--- config.mk ---
export PLATFORM = sky130hd
export DESIGN_NAME = ascii_length_tlv_subblock_parser_unit_flat
export DESIGN_NICKNAME = d
export VERILOG_FILES = /design/src/sv/alsp_pkg.sv /design/src/sv/alsp_in_if.sv /design/src/sv/alsp_out_if.sv /design/src/sv/alsp_cfg_if.sv /design/src/sv/ascii_length_tlv_subblock_parser_unit.sv /design/src/sv/alsp_in_stage.sv /design/src/sv/alsp_walker.sv /design/src/flat_wrapper.sv
export SDC_FILE = /design/constraint.sdc
export NUM_CORES = 1
export LEC_CHECK = 0
export BUFFER_PORTS_ARGS = -buffer_cell sky130_fd_sc_hd__buf_4
export CAP_MARGIN = 15
export CORE_ASPECT_RATIO = 1.2
export CORE_MARGIN = 1.5
export CORE_UTILIZATION = 25
export DETAILED_ROUTE_END_ITERATION = 12
export MAX_ROUTING_LAYER = met4
export REMOVE_ABC_BUFFERS = 1
export SLEW_MARGIN = 20
export SYNTH_ARGS = -nofsm -noshare
export SYNTH_HDL_FRONTEND = slang
export SYNTH_SLANG_ARGS = --single-unit
--- constraint.sdc ---
create_clock -name clk_i -period 9.2 [get_ports clk_i]
set_input_delay 0 -clock clk_i [delete_from_list [all_inputs] [get_ports clk_i]]
set_output_delay 0 -clock clk_i [all_outputs]
set_load 0.05 [all_outputs]
--- src/sv/alsp_pkg.sv ---
// ----------------------------------------------------------------------------
// alsp_pkg
// Shared types, codes and constants of the ascii-length sub-block parser.
// ----------------------------------------------------------------------------
package alsp_pkg;

  // default capacity of the byte position counter
  localparam int unsigned MAX_BLOCK_BYTES_DEF = 4096;

  // sub-block header layout
  localparam int unsigned TYPE_BYTES = 2;
  localparam int unsigned LEN_DIGITS = 3;
  localparam int unsigned HDR_BYTES  = TYPE_BYTES + LEN_DIGITS;

  // field widths
  localparam int unsigned BYTE_W = 8;
  localparam int unsigned BLEN_W = 12;
  localparam int unsigned TID_W  = 16;
  localparam int unsigned CLEN_W = 10;
  localparam int unsigned HCNT_W = 3;
  localparam int unsigned CFG_DATA_W = 16;
  localparam int unsigned CFG_IDX_W  = 1;

  // ascii digit bounds
  localparam logic [BYTE_W-1:0] ASCII_ZERO = 8'h30;
  localparam logic [BYTE_W-1:0] ASCII_NINE = 8'h39;

  // byte tag
  typedef enum logic [1:0] {
    PART_TYPE    = 2'd0,
    PART_LEN     = 2'd1,
    PART_CONTENT = 2'd2,
    PART_IGNORE  = 2'd3
  } part_e;

  // per-byte status
  typedef enum logic [2:0] {
    ST_OK        = 3'd0,
    ST_HDR_TRUNC = 3'd1,
    ST_OVERRUN   = 3'd2,
    ST_BAD_DIGIT = 3'd3,
    ST_PAST_END  = 3'd4
  } status_e;

  // configuration register indexes
  typedef enum logic [CFG_IDX_W-1:0] {
    CFG_BLOCK_LENGTH = 1'b0,
    CFG_TARGET_ID    = 1'b1
  } cfg_idx_e;

  // one accepted input word
  typedef struct packed {
    logic [BYTE_W-1:0] data_byte;
    logic              block_start;
  } item_t;

  // one result word
  typedef struct packed {
    logic [BYTE_W-1:0] data_byte;
    part_e             part;
    logic [CLEN_W-1:0] content_length;
    logic              type_matches;
    logic              first_match_res;
    logic              end_of_subblock;
    status_e           status;
  } res_t;

endpackage

--- src/sv/alsp_in_if.sv ---
// ----------------------------------------------------------------------------
// alsp_in_if
// Input byte channel: valid/ready handshake with one raw byte per word.
// ----------------------------------------------------------------------------
interface alsp_in_if import alsp_pkg::*; ();
  logic              valid;
  logic              ready;
  logic [BYTE_W-1:0] data_byte;
  logic              block_start;

  modport source (output valid, output data_byte, output block_start, input ready);
  modport sink   (input valid, input data_byte, input block_start, output ready);
endinterface

--- src/sv/alsp_out_if.sv ---
// ----------------------------------------------------------------------------
// alsp_out_if
// Result channel: valid/ready handshake with one tagged byte per word.
// ----------------------------------------------------------------------------
interface alsp_out_if import alsp_pkg::*; ();
  logic              valid;
  logic              ready;
  logic [BYTE_W-1:0] byte_out;
  logic [1:0]        part;
  logic [CLEN_W-1:0] content_length;
  logic              type_matches;
  logic              first_match_res;
  logic              end_of_subblock;
  logic [2:0]        status;

  modport source (output valid, output byte_out, output part, output content_length,
                  output type_matches, output first_match_res, output end_of_subblock,
                  output status, input ready);
  modport sink   (input valid, input byte_out, input part, input content_length,
                  input type_matches, input first_match_res, input end_of_subblock,
                  input status, output ready);
endinterface

--- src/sv/alsp_cfg_if.sv ---
// ----------------------------------------------------------------------------
// alsp_cfg_if
// Configuration write channel: register index and write data.
// ----------------------------------------------------------------------------
interface alsp_cfg_if import alsp_pkg::*; ();
  logic                  valid;
  logic                  ready;
  logic [CFG_IDX_W-1:0]  index;
  logic [CFG_DATA_W-1:0] data;

  modport source (output valid, output index, output data, input ready);
  modport sink   (input valid, input index, input data, output ready);
endinterface

--- src/sv/ascii_length_tlv_subblock_parser_unit.sv ---
// ----------------------------------------------------------------------------
// ascii_length_tlv_subblock_parser_unit
// Walks a block of type / ascii-length / content sub-blocks one byte a word.
//
//   channel  dir  handshake     payload
//   in_if    in   valid/ready   data_byte, block_start
//   out_if   out  valid/ready   byte_out, part, content_length, flags, status
//   cfg_if   in   valid/ready   index (0 block_length, 1 target_id), data
//
// One byte per cycle sustained while out_if does not stall.
// The input register and the result register are the only pipeline stages;
// the walk state updates when a byte moves from one to the other.
// A stall on out_if holds the result and backs up into the input register.
// After reset the walk is stopped: bytes are tagged ignored until block_start.
// ----------------------------------------------------------------------------
module ascii_length_tlv_subblock_parser_unit import alsp_pkg::*; #(
  parameter int unsigned MaxBlockBytes = MAX_BLOCK_BYTES_DEF
) (
  input logic        clk_i,
  input logic        rst_ni,
  alsp_in_if.sink    in_if,
  alsp_out_if.source out_if,
  alsp_cfg_if.sink   cfg_if
);

  logic [BLEN_W-1:0] blen_q;
  logic [TID_W-1:0]  tid_q;
  item_t             in_item;
  item_t             item;
  logic              item_valid;
  logic              step;
  res_t              res;
  logic              out_valid_q;
  res_t              out_q;

  // configuration registers
  assign cfg_if.ready = 1'b1;

  always_ff @(posedge clk_i or negedge rst_ni) begin
    if (!rst_ni) begin
      blen_q <= '0;
      tid_q  <= '0;
    end else if (cfg_if.valid) begin
      unique case (cfg_idx_e'(cfg_if.index))
        CFG_BLOCK_LENGTH: blen_q <= cfg_if.data[BLEN_W-1:0];
        CFG_TARGET_ID:    tid_q  <= cfg_if.data[TID_W-1:0];
        default:          ;
      endcase
    end
  end

  // input register
  assign in_item.data_byte   = in_if.data_byte;
  assign in_item.block_start = in_if.block_start;

  alsp_in_stage u_in_stage (
    .clk_i        (clk_i),
    .rst_ni       (rst_ni),
    .in_valid_i   (in_if.valid),
    .in_ready_o   (in_if.ready),
    .in_item_i    (in_item),
    .item_valid_o (item_valid),
    .item_o       (item),
    .consume_i    (step)
  );

  // a byte moves on when the result register is free or drains
  assign step = item_valid && (!out_valid_q || out_if.ready);

  alsp_walker #(
    .MaxBlockBytes (MaxBlockBytes)
  ) u_walker (
    .clk_i          (clk_i),
    .rst_ni         (rst_ni),
    .item_i         (item),
    .step_i         (step),
    .block_length_i (blen_q),
    .target_id_i    (tid_q),
    .res_o          (res)
  );

  // result register
  always_ff @(posedge clk_i or negedge rst_ni) begin
    if (!rst_ni) begin
      out_valid_q <= 1'b0;
    end else if (step) begin
      out_valid_q <= 1'b1;
    end else if (out_if.ready) begin
      out_valid_q <= 1'b0;
    end
  end

  always_ff @(posedge clk_i) begin
    if (step) begin
      out_q <= res;
    end
  end

  assign out_if.valid           = out_valid_q;
  assign out_if.byte_out        = out_q.data_byte;
  assign out_if.part            = out_q.part;
  assign out_if.content_length  = out_q.content_length;
  assign out_if.type_matches    = out_q.type_matches;
  assign out_if.first_match_res = out_q.first_match_res;
  assign out_if.end_of_subblock = out_q.end_of_subblock;
  assign out_if.status          = out_q.status;

endmodule

--- src/sv/alsp_in_stage.sv ---
// ----------------------------------------------------------------------------
// alsp_in_stage
// Input register: holds one accepted word until the walker consumes it.
// ----------------------------------------------------------------------------
module alsp_in_stage import alsp_pkg::*; (
  input  logic  clk_i,
  input  logic  rst_ni,
  input  logic  in_valid_i,
  output logic  in_ready_o,
  input  item_t in_item_i,
  output logic  item_valid_o,
  output item_t item_o,
  input  logic  consume_i
);

  logic  valid_q, valid_d;
  item_t item_q;

  // accept whenever the held word is empty or leaves this cycle
  assign in_ready_o = !valid_q || consume_i;

  always_comb begin
    valid_d = valid_q;
    if (consume_i) valid_d = 1'b0;
    if (in_valid_i && in_ready_o) valid_d = 1'b1;
  end

  always_ff @(posedge clk_i or negedge rst_ni) begin
    if (!rst_ni) begin
      valid_q <= 1'b0;
    end else begin
      valid_q <= valid_d;
    end
  end

  // payload, no reset
  always_ff @(posedge clk_i) begin
    if (in_valid_i && in_ready_o) begin
      item_q <= in_item_i;
    end
  end

  assign item_valid_o = valid_q;
  assign item_o       = item_q;

endmodule

--- src/sv/alsp_walker.sv ---
// ----------------------------------------------------------------------------
// alsp_walker
// Sub-block walk state and the per-byte tagging, checking and matching logic.
// ----------------------------------------------------------------------------
module alsp_walker import alsp_pkg::*; #(
  parameter int unsigned MaxBlockBytes = MAX_BLOCK_BYTES_DEF
) (
  input  logic              clk_i,
  input  logic              rst_ni,
  input  item_t             item_i,
  input  logic              step_i,
  input  logic [BLEN_W-1:0] block_length_i,
  input  logic [TID_W-1:0]  target_id_i,
  output res_t              res_o
);

  localparam int unsigned PosW = $clog2(MaxBlockBytes);
  localparam int unsigned CmpW = ((PosW + 1 > BLEN_W) ? PosW + 1 : BLEN_W) + 2;
  localparam logic [PosW-1:0] PosMax = PosW'(MaxBlockBytes - 1);

  // walk state
  logic [PosW-1:0]   pos_q, pos_d;
  logic [PosW:0]     start_q, start_d;
  logic [HCNT_W-1:0] hcnt_q, hcnt_d;
  logic [TID_W-1:0]  type_q, type_d;
  logic [CLEN_W-1:0] acc_q, acc_d;
  logic [CLEN_W-1:0] rem_q, rem_d;
  logic              seen_q, seen_d;
  logic              stop_q, stop_d;
  logic              cmatch_q, cmatch_d;
  logic              cfirst_q, cfirst_d;

  // state as seen by this byte, after a block restart
  logic [PosW-1:0]   pos_e;
  logic [PosW:0]     start_e;
  logic [HCNT_W-1:0] hcnt_e;
  logic [TID_W-1:0]  type_e;
  logic [CLEN_W-1:0] acc_e;
  logic [CLEN_W-1:0] rem_e;
  logic              seen_e, stop_e, cmatch_e, cfirst_e;

  logic [BYTE_W-1:0] b;
  logic [CmpW-1:0]   blen_x;
  logic              past_end, hdr_trunc, is_digit, overrun, match_now;
  logic [CLEN_W-1:0] acc_new, rem_dec;
  logic [CmpW-1:0]   sub_end;

  assign b = item_i.data_byte;

  // restart view
  always_comb begin
    pos_e    = pos_q;
    start_e  = start_q;
    hcnt_e   = hcnt_q;
    type_e   = type_q;
    acc_e    = acc_q;
    rem_e    = rem_q;
    seen_e   = seen_q;
    stop_e   = stop_q;
    cmatch_e = cmatch_q;
    cfirst_e = cfirst_q;
    if (item_i.block_start) begin
      pos_e    = '0;
      start_e  = '0;
      hcnt_e   = '0;
      type_e   = '0;
      acc_e    = '0;
      rem_e    = '0;
      seen_e   = 1'b0;
      stop_e   = 1'b0;
      cmatch_e = 1'b0;
      cfirst_e = 1'b0;
    end
  end

  // bound checks and digit accumulate
  assign blen_x    = CmpW'(block_length_i);
  assign past_end  = CmpW'(pos_e) >= blen_x;
  assign hdr_trunc = (CmpW'(start_e) + CmpW'(HDR_BYTES)) > blen_x;
  assign is_digit  = (b >= ASCII_ZERO) && (b <= ASCII_NINE);
  assign acc_new   = (acc_e << 3) + (acc_e << 1) + CLEN_W'(b - ASCII_ZERO);
  assign sub_end   = CmpW'(start_e) + CmpW'(HDR_BYTES) + CmpW'(acc_new);
  assign overrun   = sub_end > blen_x;
  assign match_now = (type_e == target_id_i);
  assign rem_dec   = (rem_e != '0) ? rem_e - CLEN_W'(1) : rem_e;

  // per-byte step
  always_comb begin
    res_o                 = '0;
    res_o.data_byte       = b;
    res_o.part            = PART_IGNORE;
    res_o.status          = ST_OK;
    start_d  = start_e;
    hcnt_d   = hcnt_e;
    type_d   = type_e;
    acc_d    = acc_e;
    rem_d    = rem_e;
    seen_d   = seen_e;
    stop_d   = stop_e;
    cmatch_d = cmatch_e;
    cfirst_d = cfirst_e;
    if (stop_e || past_end) begin
      res_o.status = ST_PAST_END;
      stop_d       = 1'b1;
    end else if (hcnt_e == '0 && hdr_trunc) begin
      res_o.status = ST_HDR_TRUNC;
      stop_d       = 1'b1;
    end else if (hcnt_e < HCNT_W'(TYPE_BYTES)) begin
      res_o.part = PART_TYPE;
      type_d     = {type_e[TID_W-BYTE_W-1:0], b};
      hcnt_d     = hcnt_e + HCNT_W'(1);
    end else if (hcnt_e < HCNT_W'(HDR_BYTES)) begin
      res_o.part = PART_LEN;
      if (!is_digit) begin
        res_o.status = ST_BAD_DIGIT;
        stop_d       = 1'b1;
      end else begin
        acc_d                = acc_new;
        hcnt_d               = hcnt_e + HCNT_W'(1);
        res_o.content_length = acc_new;
        if (hcnt_e == HCNT_W'(HDR_BYTES - 1)) begin
          if (overrun) begin
            res_o.status = ST_OVERRUN;
            stop_d       = 1'b1;
          end else begin
            cmatch_d              = match_now;
            cfirst_d              = match_now && !seen_e;
            seen_d                = seen_e || match_now;
            rem_d                 = acc_new;
            res_o.type_matches    = match_now;
            res_o.first_match_res = match_now && !seen_e;
            if (acc_new == '0) begin
              res_o.end_of_subblock = 1'b1;
              start_d  = {1'b0, pos_e} + (PosW+1)'(1);
              hcnt_d   = '0;
              type_d   = '0;
              acc_d    = '0;
              rem_d    = '0;
              cmatch_d = 1'b0;
              cfirst_d = 1'b0;
            end
          end
        end
      end
    end else begin
      // content byte
      res_o.part            = PART_CONTENT;
      res_o.content_length  = acc_e;
      res_o.type_matches    = cmatch_e;
      res_o.first_match_res = cfirst_e;
      rem_d                 = rem_dec;
      if (rem_dec == '0) begin
        res_o.end_of_subblock = 1'b1;
        start_d  = {1'b0, pos_e} + (PosW+1)'(1);
        hcnt_d   = '0;
        type_d   = '0;
        acc_d    = '0;
        rem_d    = '0;
        cmatch_d = 1'b0;
        cfirst_d = 1'b0;
      end
    end
  end

  // saturating byte position
  assign pos_d = (pos_e < PosMax) ? pos_e + PosW'(1) : pos_e;

  always_ff @(posedge clk_i or negedge rst_ni) begin
    if (!rst_ni) begin
      pos_q    <= '0;
      start_q  <= '0;
      hcnt_q   <= '0;
      type_q   <= '0;
      acc_q    <= '0;
      rem_q    <= '0;
      seen_q   <= 1'b0;
      stop_q   <= 1'b1;
      cmatch_q <= 1'b0;
      cfirst_q <= 1'b0;
    end else if (step_i) begin
      pos_q    <= pos_d;
      start_q  <= start_d;
      hcnt_q   <= hcnt_d;
      type_q   <= type_d;
      acc_q    <= acc_d;
      rem_q    <= rem_d;
      seen_q   <= seen_d;
      stop_q   <= stop_d;
      cmatch_q <= cmatch_d;
      cfirst_q <= cfirst_d;
    end
  end

  // any error or past-end byte leaves the walk stopped
  a_err_stops: assert property (@(posedge clk_i) disable iff (!rst_ni)
    step_i && res_o.status != ST_OK |=> stop_q)
    else $error("walk not stopped after error byte");

  // a first match is always a match
  a_first_is_match: assert property (@(posedge clk_i) disable iff (!rst_ni)
    step_i && res_o.first_match_res |-> res_o.type_matches)
    else $error("first match without match");

  // a sub-block end closes the header state
  a_eos_clears: assert property (@(posedge clk_i) disable iff (!rst_ni)
    step_i && res_o.end_of_subblock |=> hcnt_q == '0 && rem_q == '0)
    else $error("sub-block end left header state");

  // header counter never runs past the header length
  a_hcnt_range: assert property (@(posedge clk_i) disable iff (!rst_ni)
    hcnt_q <= HCNT_W'(HDR_BYTES))
    else $error("header count out of range");

endmodule

--- src/flat_wrapper.sv ---
// flat-port wrapper written by rule: the top's interface ports become plain ports
module ascii_length_tlv_subblock_parser_unit_flat import alsp_pkg::*;
#(
  parameter int unsigned MaxBlockBytes = MAX_BLOCK_BYTES_DEF
)
  (clk_i, rst_ni, in_if_valid, in_if_data_byte, in_if_block_start, in_if_ready, out_if_valid, out_if_byte_out, out_if_part, out_if_content_length, out_if_type_matches, out_if_first_match_res, out_if_end_of_subblock, out_if_status, out_if_ready, cfg_if_valid, cfg_if_index, cfg_if_data, cfg_if_ready);
  alsp_in_if in_if_i ();
  alsp_out_if out_if_i ();
  alsp_cfg_if cfg_if_i ();
  input logic clk_i;
  input logic rst_ni;
  input wire logic [$bits(in_if_i.valid)-1:0] in_if_valid;
  input wire logic [$bits(in_if_i.data_byte)-1:0] in_if_data_byte;
  input wire logic [$bits(in_if_i.block_start)-1:0] in_if_block_start;
  output wire logic [$bits(in_if_i.ready)-1:0] in_if_ready;
  output wire logic [$bits(out_if_i.valid)-1:0] out_if_valid;
  output wire logic [$bits(out_if_i.byte_out)-1:0] out_if_byte_out;
  output wire logic [$bits(out_if_i.part)-1:0] out_if_part;
  output wire logic [$bits(out_if_i.content_length)-1:0] out_if_content_length;
  output wire logic [$bits(out_if_i.type_matches)-1:0] out_if_type_matches;
  output wire logic [$bits(out_if_i.first_match_res)-1:0] out_if_first_match_res;
  output wire logic [$bits(out_if_i.end_of_subblock)-1:0] out_if_end_of_subblock;
  output wire logic [$bits(out_if_i.status)-1:0] out_if_status;
  input wire logic [$bits(out_if_i.ready)-1:0] out_if_ready;
  input wire logic [$bits(cfg_if_i.valid)-1:0] cfg_if_valid;
  input wire logic [$bits(cfg_if_i.index)-1:0] cfg_if_index;
  input wire logic [$bits(cfg_if_i.data)-1:0] cfg_if_data;
  output wire logic [$bits(cfg_if_i.ready)-1:0] cfg_if_ready;
  assign in_if_i.valid = in_if_valid;
  assign in_if_i.data_byte = in_if_data_byte;
  assign in_if_i.block_start = in_if_block_start;
  assign in_if_ready = in_if_i.ready;
  assign out_if_valid = out_if_i.valid;
  assign out_if_byte_out = out_if_i.byte_out;
  assign out_if_part = out_if_i.part;
  assign out_if_content_length = out_if_i.content_length;
  assign out_if_type_matches = out_if_i.type_matches;
  assign out_if_first_match_res = out_if_i.first_match_res;
  assign out_if_end_of_subblock = out_if_i.end_of_subblock;
  assign out_if_status = out_if_i.status;
  assign out_if_i.ready = out_if_ready;
  assign cfg_if_i.valid = cfg_if_valid;
  assign cfg_if_i.index = cfg_if_index;
  assign cfg_if_i.data = cfg_if_data;
  assign cfg_if_ready = cfg_if_i.ready;
  ascii_length_tlv_subblock_parser_unit #(.MaxBlockBytes(MaxBlockBytes)) u_core (.clk_i(clk_i), .rst_ni(rst_ni), .in_if(in_if_i), .out_if(out_if_i), .cfg_if(cfg_if_i));
endmodule
==> run summary <==
Yosys cell types - 84
# IOs - 60
Max-cap violations - 0
R2r worst-path depth - 25
GRT Overall Usage - 14.90%
FMAX - 135.3 MHz
Critical Path Fanout Max - 60
Setup TNS - 0 ns
Syn Inst Count - 948
HPWL after DPL - 19360 microns
Antenna-violating nets left - 0
Hold_ws - 0.06944 ns
Final total power - 2.244 mW
Inserted Clock Buffers - 17
Worst setup EP type - flop
Vias in the first global route - 7495
CP Capture Point - u_core.u_walker.start_q[6]
Worst clock skew - 0.009157 ns
Crit-path leading delay family - compound AO/OA/AOI/OAI gates
Fin. max-slew vios - 0
Worst Hold Class - input pin to async pin
FP Rows - 75
Grt total ovfl - 0
Die Wd - 175.4 microns
Via count - 7666
Post-CTS Setup Inserts - 0
Initial DRC count - 502
Worst Setup SP - u_core.u_in_stage.item_o[0]
CP Launch Type - flop
CORE AREA - 0.03500 sq mm
Pin count of the biggest net entering global routing - 63
Synth Register Bits - 133
Die Y - 209.8 microns
Cell repeated most along the worst path - ha_1
Min cycle time layout - 7.392 ns
Input/output buffers - 58
Crit path buffers/inverters - 2
Wire per inst - 17.22 microns
Via density - 5.087
Initial antenna violation count - 0
First-pass GRT wire length - 41210 microns
Final Hold Vio Count - 0
Slew of the pin with the lowest slew margin - 1.040 ns
Syn Area/Cell - 9.402 sq um
EDFF count, synth - 35
Critical-path top delay cell - edfxtp_1
Status - finished clean
Clock Latency Late Sink - 0.43 ns
RR Startpoint - u_core.u_in_stage.item_o[0]
Routed WL - 25950 microns
Synth area leaders - dfrtp_1, edfxtp_1, ha_1, nand2_1, a21oi_1
Final core utilization - 30.85%
Leak - 4.628 nW
Register-to-register setup slack - 1.81 ns
CTS Sinks - 133
Stages on worst setup path - 25
H-tree depth - 4
First-pass detailed-route iteration total - 6
Seq/Total Area, Yosys - 39.32%
Ys Warns - 0
Longest Clk Path Bufs - 2
RSZ-0062 raised after global routing - no
Dpl cell area - 0.009866 sq mm
Top cell type's share of synthesized area - 27.23%
RePlAce Congestion - 0.8953
Worst IR Drop VDD - 0.1058 mV
CTS tree - yes
CTS root buf - clkbuf_16
Period utilization - 80.34%
PD cells - 207.9 mW/mm^2
Post-route cell area - 0.01080 sq mm
Layout Nets - 1131
Final setup vio count - 0
Synth Flop Type - dfrtp_1
Diode count - 0
Crit-path max cell delay - 0.77 ns
Layout area overhead - 21.13%
WP data arrival - 7.75 ns
Relative slew slack - 30.14%
FF-to-FF End - u_core.u_walker.start_q[6]
Post-synth ARST share - 73.68%
DRC Markers - 0
Post-Syn Area - 0.008914 sq mm
Worst setup path class - flop to flop
Layout cell share with drive strength beyond 1 - 13.40%
Dominant cell type by area after synthesis - dfrtp_1
Worst endpoint required time - 9.56 ns
Die Outline Area - 0.03680 sq mm
Clock slew at reported path FFs - 0.06 ns
CTS-repair resized insts - 0
Starting Density - 25.47%
-- final cells by class --
class / count / area, sq um
clock buffer: 22 / 464.2
tap: 462 / 578.1
sequential: 133 / 3505
timing repair buffer: 97 / 800.8
fill: 3588 / 24210
multi-input combinational: 724 / 5051
clock inverter: 10 / 176.4
inverter: 59 / 221.5
-- state kept, by name (all words and copies together) (netlist names), 8 cells and up --
signal,count
u_core.out_if.content_length,10
u_core.u_walker.acc_q,10
u_core.u_walker.start_q,13
u_core.tid_q,16
u_core.u_walker.type_q,16
u_core.blen_q,12
u_core.u_walker.rem_q,10
u_core.u_walker.pos_q,12
u_core.u_in_stage.item_o,9
u_core.out_if.byte_out,8
-- per-stage QoR --
step	instances	setup slack [ns]
after detailed placement	1446	1.821
after floorplan	916	1.230
final	1507	1.808
after global routing	1507	1.320
after global placement	1446	2.031
after CTS	1507	1.812
-- where the power goes --
| part | switching, mW | leakage [nW] | total, mW | internal [mW] |
|---|---|---|---|---|
| clock network | 0.260 | 0.313 | 0.753 | 0.493 |
| logic | 0.426 | 2.70 | 0.694 | 0.269 |
| registers | 0.0980 | 1.61 | 0.797 | 0.699 |
| total | 0.784 | 4.63 | 2.24 | 1.46 |
-- layer usage --
layer  GRT usage, %  up-vias  wire length (microns)
met5              -        -                      0
met4          6.631        0                    833
met3          2.246       49                    970
met2          24.92      206                  12950
met1          17.70     3760                  11190
li1               -     3651                      -
-- cell usage after synthesis (all sizes together), types with 5 or more instances --
cell type  count
nor3          20
ha            61
xnor2         27
nor2b         32
or3            7
xor2          18
nand3         29
o221ai         8
o22ai          9
nand4         10
nand2b        13
fa             7
inv           58
mux2i          5
a21o          20
o21a          10
a31oi          8
or2            6
clkbuf        23
o21ai         48
mux2          19
a21oi         67
nand2         89
and3           8
nor2          73
a211oi         8
o211ai         8
o32ai          5
a22o          27
a221o          5
buf            9
nor4           9
a22oi          5
dfrtp         97
edfxtp        35
-- cells in the final DEF (no fill, tap or decap), types with 9 or more instances in the layout --
cell type and count:
dfrtp_1 97, nand2_1 87, nor2_1 71, buf_4 68, a21oi_1 65, ha_1 61, inv_1 57, o21ai_0 45
edfxtp_1 35, nor2b_1 32, nand3_1 29, dlygate4sd3_1 29, a22o_1 27, xnor2_1 26, nor3_1 20, a21o_1 20
mux2_2 19, xor2_1 18, clkbuf_16 17, nand2b_1 13, o21a_1 10, nand4_1 10, o22ai_1 9
-- what timing repair did --
item                                    CTS  global route
endpoints found under the hold margin    75             0
endpoints found under the setup margin    0             0
hold buffers                             29             0
-- kinds of logic after synthesis --
logic type               share of synthesized area [%]
AND/OR/NAND/NOR                                  18.18
AO/OA/AOI/OAI                                    20.79
flip-flops                                       39.32
buffers and inverters                            4.071
adder cells (fa/ha/maj)                          10.13
XOR/XNOR                                         4.506
multiplexers                                     2.962
other                                          0.04207
-- how the worst min path moves through the flow --
stage / depth (start not counted) / endpoint / start
2_1_floorplan: 0 / u_core.blen_q[0] / rst_ni
3_5_place_dp: 1 / u_core.tid_q[9] / rst_ni
5_1_grt: 5 / u_core.blen_q[10] / cfg_if_index
6_report: 2 / u_core.tid_q[9] / rst_ni
4_1_cts: 5 / u_core.blen_q[9] / cfg_if_index
3_3_place_gp: 1 / u_core.tid_q[9] / rst_ni
(Power assumes the default switching activity.)
